==> config.mk <==
export PLATFORM = sky130hd
export DESIGN_NAME = epoch_seconds_to_calendar
export DESIGN_NICKNAME = d
export VERILOG_FILES = /design/src/hdl/esc_pkg.sv /design/src/hdl/epoch_seconds_to_calendar.sv
export SDC_FILE = /design/constraint.sdc
export NUM_CORES = 1
export LEC_CHECK = 0
export BUFFER_PORTS_ARGS = -buffer_cell sky130_fd_sc_hd__buf_4
export CAP_MARGIN = 20
export CORE_MARGIN = 2
export CORE_UTILIZATION = 47
export CTS_BUF_LIST = sky130_fd_sc_hd__clkbuf_4 sky130_fd_sc_hd__clkbuf_8
export DETAILED_ROUTE_END_ITERATION = 8
export PLACE_DENSITY = 0.65
export SLEW_MARGIN = 10
export SYNTH_ARGS = -nofsm -noshare
export SYNTH_HDL_FRONTEND = slang
export SYNTH_SLANG_ARGS = --single-unit
==> constraint.sdc <==
create_clock -name clk -period 10.23 [get_ports clk]
set_input_delay 0.5115 -clock clk [delete_from_list [all_inputs] [get_ports clk]]
set_output_delay 0.5115 -clock clk [all_outputs]
set_load 0.03 [all_outputs]
==> src/hdl/esc_pkg.sv <==
// ---------------------------------------------------------------------------
// Epoch seconds to calendar package
// Types, constants and the month length table shared by the block files.
// ---------------------------------------------------------------------------
package esc_pkg;

	localparam int unsigned IN_TDATA_W   = 32;
	localparam int unsigned OUT_TDATA_W  = 48;

	localparam int unsigned YEAR_W       = 12;
	localparam int unsigned MONTH_W      = 4;
	localparam int unsigned DAY_W        = 5;
	localparam int unsigned HOUR_W       = 5;
	localparam int unsigned MINUTE_W     = 6;
	localparam int unsigned SECOND_W     = 6;
	localparam int unsigned WEEKDAY_W    = 3;

	localparam int unsigned DAYS_W       = 16;
	localparam int unsigned REM_W        = 17;
	localparam int unsigned CNT_W        = 6;

	localparam logic [REM_W-1:0]  SECS_PER_DAY  = 17'd86400;
	localparam logic [REM_W-1:0]  SECS_PER_HOUR = 17'd3600;
	localparam logic [REM_W-1:0]  SECS_PER_MIN  = 17'd60;
	localparam logic [REM_W-1:0]  DAYS_PER_WEEK = 17'd7;

	localparam logic [CNT_W-1:0]  STEPS_DAY     = 6'd32;
	localparam logic [CNT_W-1:0]  STEPS_HOUR    = 6'd17;
	localparam logic [CNT_W-1:0]  STEPS_MIN     = 6'd12;
	localparam logic [CNT_W-1:0]  STEPS_WDAY    = 6'd17;

	localparam logic [DAYS_W:0]   EPOCH_WEEKDAY = 17'd4;

	localparam logic [YEAR_W-1:0] FIRST_YEAR    = 12'd1970;
	localparam logic [1:0]        FIRST_MOD4    = 2'd2;
	localparam logic [6:0]        FIRST_MOD100  = 7'd70;
	localparam logic [8:0]        FIRST_MOD400  = 9'd370;
	localparam logic [6:0]        LAST_MOD100   = 7'd99;
	localparam logic [8:0]        LAST_MOD400   = 9'd399;

	localparam logic [8:0]        DAYS_COMMON   = 9'd365;
	localparam logic [8:0]        DAYS_LEAP     = 9'd366;

	localparam logic [MONTH_W-1:0] MONTH_JAN    = 4'd0;
	localparam logic [MONTH_W-1:0] MONTH_FEB    = 4'd1;
	localparam logic [MONTH_W-1:0] MONTH_DEC    = 4'd11;

	typedef enum logic [2:0] {
		ST_IDLE,
		ST_DIV_DAY,
		ST_DIV_HOUR,
		ST_DIV_MIN,
		ST_DIV_WDAY,
		ST_YEAR,
		ST_MONTH,
		ST_DONE
	} esc_state_t;

	function automatic logic [DAY_W-1:0] month_length(input logic [MONTH_W-1:0] m,
		input logic leap);
		logic [DAY_W-1:0] len;
		unique case (m)
			4'd0:    len = 5'd31;
			4'd1:    len = leap ? 5'd29 : 5'd28;
			4'd2:    len = 5'd31;
			4'd3:    len = 5'd30;
			4'd4:    len = 5'd31;
			4'd5:    len = 5'd30;
			4'd6:    len = 5'd31;
			4'd7:    len = 5'd31;
			4'd8:    len = 5'd30;
			4'd9:    len = 5'd31;
			4'd10:   len = 5'd30;
			default: len = 5'd31;
		endcase
		return len;
	endfunction

endpackage

==> src/hdl/epoch_seconds_to_calendar.sv <==
// A conversion runs four long divisions (days, hours, minutes, weekday), then steps whole
// years and then months off the day count before loading the output register.
// The block takes no new input until a conversion is through; one long-division step,
// shared by all four divisions, and subtract-and-compare logic for years and months do the work.
// A new input is taken while the previous result waits in the output register.
// Reset clears the sequencer and the output valid.
// ---------------------------------------------------------------------------
// Epoch seconds to calendar converter
// Splits a 32-bit seconds count since 1970 into date, time of day and weekday.
// ---------------------------------------------------------------------------
module epoch_seconds_to_calendar
	import esc_pkg::*;
(
	input  logic                   clk,
	input  logic                   arst_n,
	input  logic                   s_tvalid,
	output logic                   s_tready,
	input  logic [IN_TDATA_W-1:0]  s_tdata,   // [31:0] epoch_seconds
	output logic                   m_tvalid,
	input  logic                   m_tready,
	// [11:0] year, [15:12] month_index, [20:16] day_of_month, [25:21] hour,
	// [31:26] minute, [37:32] second, [40:38] weekday, [47:41] zero
	output logic [OUT_TDATA_W-1:0] m_tdata
);

	esc_state_t             state_q, state_d;
	logic [CNT_W-1:0]       cnt_q;
	logic                   m_tvalid_q;
	logic [OUT_TDATA_W-1:0] m_tdata_q;

	logic [31:0]            num_q;
	logic [REM_W-1:0]       rem_q;
	logic [DAYS_W-1:0]      days_q;
	logic [DAYS_W-1:0]      left_q;
	logic [HOUR_W-1:0]      hour_q;
	logic [MINUTE_W-1:0]    minute_q;
	logic [SECOND_W-1:0]    second_q;
	logic [WEEKDAY_W-1:0]   weekday_q;
	logic [YEAR_W-1:0]      year_q;
	logic [MONTH_W-1:0]     month_q;
	logic [1:0]             mod4_q;
	logic [6:0]             mod100_q;
	logic [8:0]             mod400_q;

	logic [REM_W-1:0]       divisor;
	logic [REM_W:0]         div_shift;
	logic                   q_bit;
	logic [REM_W-1:0]       rem_nxt;
	logic                   div_last;
	logic                   leap;
	logic [8:0]             year_len;
	logic                   year_step;
	logic [DAY_W-1:0]       month_len;
	logic                   month_step;
	logic                   s_accept;
	logic                   out_load;

	assign s_accept   = s_tvalid && s_tready;
	assign div_last   = (cnt_q == CNT_W'(1));

	always_comb begin
		unique case (state_q)
			ST_DIV_HOUR: divisor = SECS_PER_HOUR;
			ST_DIV_MIN:  divisor = SECS_PER_MIN;
			ST_DIV_WDAY: divisor = DAYS_PER_WEEK;
			default:     divisor = SECS_PER_DAY;
		endcase
	end

	assign div_shift = {rem_q, num_q[31]};
	assign q_bit     = (div_shift >= {1'b0, divisor});
	assign rem_nxt   = q_bit ? REM_W'(div_shift - {1'b0, divisor}) : div_shift[REM_W-1:0];

	assign leap       = (mod4_q == 2'd0) && ((mod100_q != 7'd0) || (mod400_q == 9'd0));
	assign year_len   = leap ? DAYS_LEAP : DAYS_COMMON;
	assign year_step  = ({7'd0, left_q} >= {7'd0, 7'd0, year_len});
	assign month_len  = month_length(month_q, leap);
	assign month_step = (month_q != MONTH_DEC) && (left_q >= {11'd0, month_len});

	always_ff @(posedge clk or negedge arst_n) begin
		if (!arst_n) begin
			state_q <= ST_IDLE;
		end else begin
			state_q <= state_d;
		end
	end

	always_comb begin
		state_d  = state_q;
		s_tready = 1'b0;
		out_load = 1'b0;
		unique case (state_q)
			ST_IDLE: begin
				s_tready = 1'b1;
				if (s_tvalid) begin
					state_d = ST_DIV_DAY;
				end
			end
			ST_DIV_DAY: begin
				if (div_last) begin
					state_d = ST_DIV_HOUR;
				end
			end
			ST_DIV_HOUR: begin
				if (div_last) begin
					state_d = ST_DIV_MIN;
				end
			end
			ST_DIV_MIN: begin
				if (div_last) begin
					state_d = ST_DIV_WDAY;
				end
			end
			ST_DIV_WDAY: begin
				if (div_last) begin
					state_d = ST_YEAR;
				end
			end
			ST_YEAR: begin
				if (!year_step) begin
					state_d = ST_MONTH;
				end
			end
			ST_MONTH: begin
				if (!month_step) begin
					state_d = ST_DONE;
				end
			end
			ST_DONE: begin
				if (!m_tvalid_q || m_tready) begin
					out_load = 1'b1;
					state_d  = ST_IDLE;
				end
			end
			default: begin
				state_d = ST_IDLE;
			end
		endcase
	end

	always_ff @(posedge clk or negedge arst_n) begin
		if (!arst_n) begin
			cnt_q      <= '0;
			m_tvalid_q <= 1'b0;
		end else begin
			if (s_accept) begin
				cnt_q <= STEPS_DAY;
			end else if (cnt_q != '0) begin
				if (div_last) begin
					unique case (state_q)
						ST_DIV_DAY:  cnt_q <= STEPS_HOUR;
						ST_DIV_HOUR: cnt_q <= STEPS_MIN;
						ST_DIV_MIN:  cnt_q <= STEPS_WDAY;
						default:     cnt_q <= '0;
					endcase
				end else begin
					cnt_q <= cnt_q - CNT_W'(1);
				end
			end
			if (out_load) begin
				m_tvalid_q <= 1'b1;
			end else if (m_tready) begin
				m_tvalid_q <= 1'b0;
			end
		end
	end

	always_ff @(posedge clk) begin
		unique case (state_q)
			ST_IDLE: begin
				if (s_tvalid) begin
					num_q <= s_tdata;
					rem_q <= '0;
				end
			end
			ST_DIV_DAY, ST_DIV_HOUR, ST_DIV_MIN, ST_DIV_WDAY: begin
				if (!div_last) begin
					num_q <= {num_q[30:0], q_bit};
					rem_q <= rem_nxt;
				end else begin
					rem_q <= '0;
					unique case (state_q)
						ST_DIV_DAY: begin
							days_q <= {num_q[DAYS_W-2:0], q_bit};
							num_q  <= {rem_nxt, 15'd0};
						end
						ST_DIV_HOUR: begin
							hour_q <= {num_q[HOUR_W-2:0], q_bit};
							num_q  <= {rem_nxt[11:0], 20'd0};
						end
						ST_DIV_MIN: begin
							minute_q <= {num_q[MINUTE_W-2:0], q_bit};
							second_q <= rem_nxt[SECOND_W-1:0];
							num_q    <= {({1'b0, days_q} + EPOCH_WEEKDAY), 15'd0};
						end
						default: begin
							weekday_q <= rem_nxt[WEEKDAY_W-1:0];
							left_q    <= days_q;
							year_q    <= FIRST_YEAR;
							mod4_q    <= FIRST_MOD4;
							mod100_q  <= FIRST_MOD100;
							mod400_q  <= FIRST_MOD400;
						end
					endcase
				end
			end
			ST_YEAR: begin
				if (year_step) begin
					left_q   <= left_q - {7'd0, year_len};
					year_q   <= year_q + YEAR_W'(1);
					mod4_q   <= mod4_q + 2'd1;
					mod100_q <= (mod100_q == LAST_MOD100) ? 7'd0 : mod100_q + 7'd1;
					mod400_q <= (mod400_q == LAST_MOD400) ? 9'd0 : mod400_q + 9'd1;
				end else begin
					month_q <= MONTH_JAN;
				end
			end
			ST_MONTH: begin
				if (month_step) begin
					left_q  <= left_q - {11'd0, month_len};
					month_q <= month_q + MONTH_W'(1);
				end
			end
			ST_DONE: begin
				if (out_load) begin
					m_tdata_q <= {7'd0, weekday_q, second_q, minute_q, hour_q,
						DAY_W'(left_q[DAY_W-1:0] + DAY_W'(1)), month_q, year_q};
				end
			end
			default: begin
			end
		endcase
	end

	assign m_tvalid = m_tvalid_q;
	assign m_tdata  = m_tdata_q;

endmodule

Word level (Yosys, flattened, before mapping)
Index checks and enable logic that the tools add are counted.
{"block": "totals", "register_bits": 186, "in_bits": 36, "output_inout_bits": 50, "word_cells": 149}
{"block": "classes", "n_addsub": 11, "order_cmp": 3, "n_eq_ne": 29, "mux": 56, "n_bitwise": 1, "reduce_logical": 32}
{"cell": "32-bit case mux with 3 select lines", "n": 1}
{"cell": "16-bit 2-to-1 mux", "n": 4}
{"cell": "32-bit 2-to-1 mux", "n": 2}
{"cell": "32-bit case mux with 2 select lines", "n": 1}
{"cell": "17-bit 2-to-1 mux", "n": 3}
{"cell": "17-bit case mux with 3 select lines", "n": 1}
{"cell": "16-bit case mux with 3 select lines", "n": 1}
{"cell": "12-bit 2-to-1 mux", "n": 3}
{"cell": "9-bit 2-to-1 mux", "n": 4}
{"cell": "17-bit case mux with 2 select lines", "n": 1}
{"cell": "7-bit 2-to-1 mux", "n": 4}
{"cell": "3-bit 2-to-1 mux", "n": 8}
{"cell": "2-bit inequality test, second input constant", "n": 12}
{"cell": "12-bit case mux with 2 select lines", "n": 1}
{"cell": "3-bit case mux with 8 select lines", "n": 1}
{"cell": "18-bit by 17-bit >= comparator with 1-bit output", "n": 1}
{"cell": "6-bit 2-to-1 mux", "n": 3}
{"cell": "9-bit case mux with 2 select lines", "n": 1}
{"cell": "3-bit AND reduction", "n": 6}
{"cell": "16-bit by 3-bit adder with 17-bit output, second input constant", "n": 1}
{"cell": "17-bit subtractor", "n": 1}
{"cell": "16-bit by 5-bit >= comparator with 1-bit output", "n": 1}
{"cell": "16-bit by 9-bit >= comparator with 1-bit output", "n": 1}
{"cell": "16-bit by 5-bit subtractor with 16-bit output", "n": 1}
{"cell": "other kinds (45)", "n": 69}

Logic depth before layout (Yosys ltp)
{"block": "depth", "ltp_word": 9, "depth_mapped": 20, "depth_no_buf": 18}

Worst setup path after synthesis
No wires, ideal clock.
{"block": "synth_path", "kind": "register to register", "start": "register state_q[0]", "end": "register num_q[0], enable pin", "setup_time_ns": 0.461, "t_arrival_ns": 3.762, "required_time_ns": 9.769, "setup_slack_ns": 6.007, "path_stages_with_launch": 9, "n_path_buf": 1, "period_less_slack_ns": 4.223, "path_cell_list": "dfrtp_1 -> inv_1 -> ha_1 -> nor2b_1 -> clkbuf_1 -> inv_1 -> nand2_1 -> nor3_1 -> nor3_1"}
{"block": "synth_between", "elab_chain_cells": 4, "elab_cells_between_ends": 10, "cone_classes": "eq/ne: 6; reduce/logical: 4"}
{"item": "start: declaration", "line": "epoch_seconds_to_calendar.sv:26", "rtl": "esc_state_t state_q, state_d;"}
{"item": "start signal: assignment", "line": "epoch_seconds_to_calendar.sv:84", "rtl": "state_q <= state_d;"}
{"item": "3-bit by 2-bit equality test with 1-bit output, or another cell as far along", "line": "epoch_seconds_to_calendar.sv:169, epoch_seconds_to_calendar.sv:182"}
{"item": "4-bit OR reduction", "line": "epoch_seconds_to_calendar.sv:169", "rtl": "unique case (state_q)"}
{"item": "5-bit inequality test (no line) / 2-bit nonzero test (equally long branches)"}
{"item": "3-bit AND reduction (no line) (*)"}
{"item": "end signal: assignment", "line": "epoch_seconds_to_calendar.sv:172", "rtl": "num_q <= s_tdata;"}
{"item": "end signal: assignment", "line": "epoch_seconds_to_calendar.sv:185", "rtl": "num_q <= {rem_nxt, 15'd0};"}
{"item": "end signal: assignment", "line": "epoch_seconds_to_calendar.sv:189", "rtl": "num_q <= {rem_nxt[11:0], 20'd0};"}
{"item": "end: declaration", "line": "epoch_seconds_to_calendar.sv:31", "rtl": "logic [31:0] num_q;"}
Mark *: on every way between the ends. The rest lies on a longest branch, timed or not.
A chain may end at the register's enable or synchronous reset.

Final worst setup path
{"block": "layout_path", "start": "register state_q[0]", "end": "register num_q[25], data pin"}
{"block": "layout_between", "elab_chain_cells": 7, "elab_cells_between_ends": 13, "cone_classes": "add/sub: 1; order compare: 1; eq/ne: 4; mux: 5; reduce/logical: 2"}
{"item": "3-bit equality test / 3-bit by 2-bit equality test with 1-bit output (equally long branches)", "line": "epoch_seconds_to_calendar.sv:62", "rtl": "unique case (state_q)"}
{"item": "17-bit case mux with 3 select lines (*)", "line": "epoch_seconds_to_calendar.sv:62"}
{"item": "17-bit subtractor / 18-bit by 17-bit >= comparator with 1-bit output (equally long branches)", "line": "epoch_seconds_to_calendar.sv:72, epoch_seconds_to_calendar.sv:71"}
{"item": "17-bit 2-to-1 mux (*)", "line": "epoch_seconds_to_calendar.sv:72", "rtl": "assign rem_nxt = q_bit ? REM_W'(div_shift - {1'b0, divisor}) : div_shift[REM_W-1:0];"}
{"item": "via rem_nxt[5]", "line": "epoch_seconds_to_calendar.sv:48", "rtl": "logic [REM_W-1:0] rem_nxt;"}
{"item": "32-bit case mux with 3 select lines (*)", "line": "epoch_seconds_to_calendar.sv:182", "rtl": "unique case (state_q)"}
{"item": "32-bit 2-to-1 mux (*)", "line": "epoch_seconds_to_calendar.sv:177", "rtl": "if (!div_last) begin"}
{"item": "32-bit case mux with 2 select lines (*)", "line": "epoch_seconds_to_calendar.sv:169"}
{"item": "end signal: assignment", "line": "epoch_seconds_to_calendar.sv:172"}
{"item": "end signal: assignment", "line": "epoch_seconds_to_calendar.sv:178", "rtl": "num_q <= {num_q[30:0], q_bit};"}
{"item": "end signal: assignment", "line": "epoch_seconds_to_calendar.sv:185"}
Mark *: on every way through the listed nets, which the timed path passes. The rest lies on a longest branch. The select of a mux whose other input is x is not followed.

==> run_results.csv <==
group,metric,value,unit
setup_path,cp_data_required_time,10470,ps
timing,min_period_over_period,0.4961,
synth,postSynthCellCount,865,
synth,yosys_most_used_dff,"sky130_fd_sc_hd__edfxtp_1",
final_layout,finish.utilization,0.5458,
final_layout,syn2layout_area_growth,13.71,%
synth,ys_ff_latch,186,
run,maxCapViolations,0,
synth,synth_top_cells_by_count,"sky130_fd_sc_hd__edfxtp_1, sky130_fd_sc_hd__nor2_1, sky130_fd_sc_hd__nand2_1",
synth,synth.most_common_cell,"sky130_fd_sc_hd__edfxtp_1",
power,power.clock.fraction,0.403,
setup_path,critical_path.endpoint_type,"flop",
cts,ctsLongestPathBuffers,2,
synth,yosysSeqAreaShare,0.5699,
timing,setup_viol,0,
cts,clock_tree.htree_level_count,4,
setup_path,reg2reg_slack,5150,ps
die,start_util,0.4800,
timing,timing_hold_violations_final,0,
placed_design,dp_hpwl,16490,µm
global_routing,grt_pass1_wl,36580,µm
synth,yosys-top-cells-area,"sky130_fd_sc_hd__edfxtp_1, sky130_fd_sc_hd__ha_1, sky130_fd_sc_hd__nor2_1",
detailed_routing,drt_first_pass_iters,5,
detailed_routing,detailedRoute.firstIterationViolations,790,
timing,final.setup_skew,15.64,ps
timing,worst_pin_slew,1026,ps
power,cellPowerDensity,128.1,nW/µm²
global_routing,grt_start_max_net_pins,33,
die,dieArea,21830,µm²
final_layout,design.final.nets,1011,
power,share_seq_of_total_power,0.580,
final_layout,diodes,0,
detailed_routing,vias_per_cell,5.760,
die,core_region_area,20230,µm²
global_routing,grt_pass1_vias,6644,
synth,fraction_of_post_synthesis_cell_area_in_the_top_cell_type_by_area,0.5441,
setup_path,path_max_fanout,23,
die,chipWidth,147.8,µm
global_routing,overflow,0,
timing,slew_headroom,0.3154,
detailed_routing,dr_total_vias,7022,
synth,synth-warning-count,0,
synth,synth-edff-count,176,
synth,yosysUniqueCellTypes,73,
global_routing,grt_antenna_before_repair,0,
cts,tritoncts,"yes",
global_routing,grt_util_all_layers,0.2172,
setup_path,worstSetupStartpointType,"flop",
synth,async_reset_ff_frac,0.05376,
timing,slew_violations,0,
run_status,run_status,"finished, final reports clean",
timing,fmaxAchievable,0.1970,GHz
power,internal_power,0.001095,W
detailed_routing,antenna_violating_nets_post_route,0,
cts,numCtsBuffers,17,
power,total_power,0.001415,W
power,largest_voltage_drop_on_the_vdd_net,82.17,µV
detailed_routing,totalWireLength,23090,µm
detailed_routing,post_detailed_route_drc_marker_count,0,
cts,cts.sinks,186,
synth,synth.avg_cell_area,11.23,µm²
detailed_routing,routedWlPerCell,18.95,µm
timing,final.setup.tns,0,ps
final_layout,post_route_cells_drive_above_1_share,0.1465,
die,die_y,147.8,µm
synth,synth_area_leader_cell,"sky130_fd_sc_hd__edfxtp_1",
worst_hold_path,timing.hold.worst.class,"in -> reg",
placed_design,io_buffers,78,
timing,rsz0062_at_grt,"false",
cts,clock_latency_on_the_worst_skew_pair,480,ps
cts,ctsRootBufferMaster,"sky130_fd_sc_hd__clkbuf_8",
power,swShare,0.2262,
synth,synth.cell_area,9713,µm²
power,comb_power_share,0.017,
setup_path,worst_ep_arrival_time,5310,ps
die,top_level_port_count,86,
timing,final_critical_delay_including_setup_and_external_delays,5075,ps
placed_design,place.gp.congestion,0.8897,
power,netSwitchingPower,0.0003201,W
cts,clkSlewWorstSetupHoldPaths,110,ps
die,std_cell_rows,52,
power,cellLeakagePower,4.106,nW
cts,post-cts-setup-buffers,0,
setup_path,worst-setup-path-type,"reg -> reg",
[placed cells by master (no fill, tap or decap), types with 5 or more instances in the layout]
cell and count:
sky130_fd_sc_hd__xnor2_1 26, sky130_fd_sc_hd__mux2i_1 7, sky130_fd_sc_hd__a21o_1 5, sky130_fd_sc_hd__o21ai_1 7, sky130_fd_sc_hd__ha_1 36, sky130_fd_sc_hd__buf_4 86, sky130_fd_sc_hd__and3_1 11, sky130_fd_sc_hd__o22ai_1 14
sky130_fd_sc_hd__nor3_1 16, sky130_fd_sc_hd__nand2b_1 11, sky130_fd_sc_hd__o211ai_1 5, sky130_fd_sc_hd__o21ai_0 41, sky130_fd_sc_hd__nand3_1 39, sky130_fd_sc_hd__a22o_1 16, sky130_fd_sc_hd__a22oi_1 8, sky130_fd_sc_hd__conb_1 7
sky130_fd_sc_hd__edfxtp_1 176, sky130_fd_sc_hd__clkbuf_8 17, sky130_fd_sc_hd__dfrtp_1 10, sky130_fd_sc_hd__nand2_1 79, sky130_fd_sc_hd__o221ai_1 8, sky130_fd_sc_hd__nand4_1 7, sky130_fd_sc_hd__nor2_1 93, sky130_fd_sc_hd__a221oi_1 5
sky130_fd_sc_hd__a221o_1 7, sky130_fd_sc_hd__a31o_2 5, sky130_fd_sc_hd__a21oi_1 46, sky130_fd_sc_hd__inv_1 33, sky130_fd_sc_hd__nor2b_1 7, sky130_fd_sc_hd__and2_1 9, sky130_fd_sc_hd__clkinv_8 6, sky130_fd_sc_hd__xor2_1 27
[power by group through the flow]
stage	clock network [W]	registers, W	logic, W
2_1_floorplan	0	0.000839	0.0000117
3_3_place_gp	0	0.000839	0.0000232
3_5_place_dp	0	0.000839	0.0000235
4_1_cts	0.000580	0.000821	0.0000239
5_1_grt	0.000608	0.000821	0.0000257
6_report	0.000570	0.000821	0.0000239
[final timing paths]
| check | from | endpoint | cells after the start |
|---|---|---|---|
| max in group asynchronous | arst_n | state_q[1] | 2 |
| min | s_tdata[8] | num_q[8] | 2 |
| min in group asynchronous | arst_n | cnt_q[2] | 2 |
| max reg2reg | state_q[0] | num_q[25] | 16 |
| max | state_q[0] | num_q[25] | 16 |
| min reg2reg | hour_q[2] | m_tdata[23] | 0 |
[logic make-up after synthesis]
kind of cell             after synthesis  share of synthesized area
adder cells (fa/ha/maj)               39                    0.05256
AND/OR/NAND/NOR                      295                     0.1409
multiplexers                          11                    0.01275
flip-flops                           186                     0.5699
buffers and inverters                 78                    0.03465
other                                  1                  0.0003861
AO/OA/AOI/OAI                        202                     0.1411
XOR/XNOR                              53                    0.04779
[through the flow]
stage | setup WS, ps | instances | area (µm²) | hold slack, ps
2_1_floorplan | 6007 | 871 | 9736 | 215.9
3_3_place_gp | 5410 | 1184 | 10530 | 349.1
3_5_place_dp | 5233 | 1185 | 10550 | 349.3
4_1_cts | 5195 | 1218 | 11040 | 292.3
5_1_grt | 4841 | 1219 | 11040 | 283.8
6_report | 5155 | 1219 | 11040 | 313.5
[state kept, by name, summed over array words and instances, names as in the netlist]
register / cells
m_tdata: 41
minute_q: 6
mod100_q: 7
year_q: 12
second_q: 6
state_q: 3
hour_q: 5
left_q: 16
mod400_q: 9
m_tvalid: 1
weekday_q: 3
month_q: 4
cnt_q: 6
days_q: 16
num_q: 32
rem_q: 17
mod4_q: 2
[what timing repair did]
action | 4_1_cts | 5_1_grt
endpoints found under the hold margin | 10 | 0
hold buffers | 1 | 0
endpoints found under the setup margin | 0 | 0
gates resized for setup | 0 | 0
[metal layers]
layer / global-route usage / up-vias / part of all wire
li1: - / 3350 / -
met4: 0.06923 / 0 / 0.020
met1: 0.3014 / 3362 / 0.43
met2: 0.3516 / 273 / 0.49
met3: 0.03580 / 37 / 0.063
met5: 0 / - / 0
[cell type report]
cell class | count | area, µm²
flip-flops and latches | 186 | 5535
clock inverters | 15 | 247.7
fillers | 1782 | 9190
inverters | 36 | 135.1
clock buffers | 17 | 234.0
multi-input cells | 607 | 3879
repair buffers | 88 | 675.6
well taps | 270 | 337.8
[worst max-delay path: stages (launching register included)]
cell,delay (ps)
sky130_fd_sc_hd__dfrtp_1,410
sky130_fd_sc_hd__inv_1,110
sky130_fd_sc_hd__ha_1,270
sky130_fd_sc_hd__nor2b_1,620
sky130_fd_sc_hd__inv_1,320
sky130_fd_sc_hd__nand2_1,380
sky130_fd_sc_hd__inv_1,220
sky130_fd_sc_hd__ha_1,380
sky130_fd_sc_hd__nand3_1,110
sky130_fd_sc_hd__nand2_1,60
sky130_fd_sc_hd__or3_1,390
sky130_fd_sc_hd__a21o_1,260
sky130_fd_sc_hd__a21oi_4,230
sky130_fd_sc_hd__inv_2,260
sky130_fd_sc_hd__mux2_4,390
sky130_fd_sc_hd__a221oi_2,270
sky130_fd_sc_hd__a21oi_1,100
No activity file was read; power rests on OpenSTA's default activity.
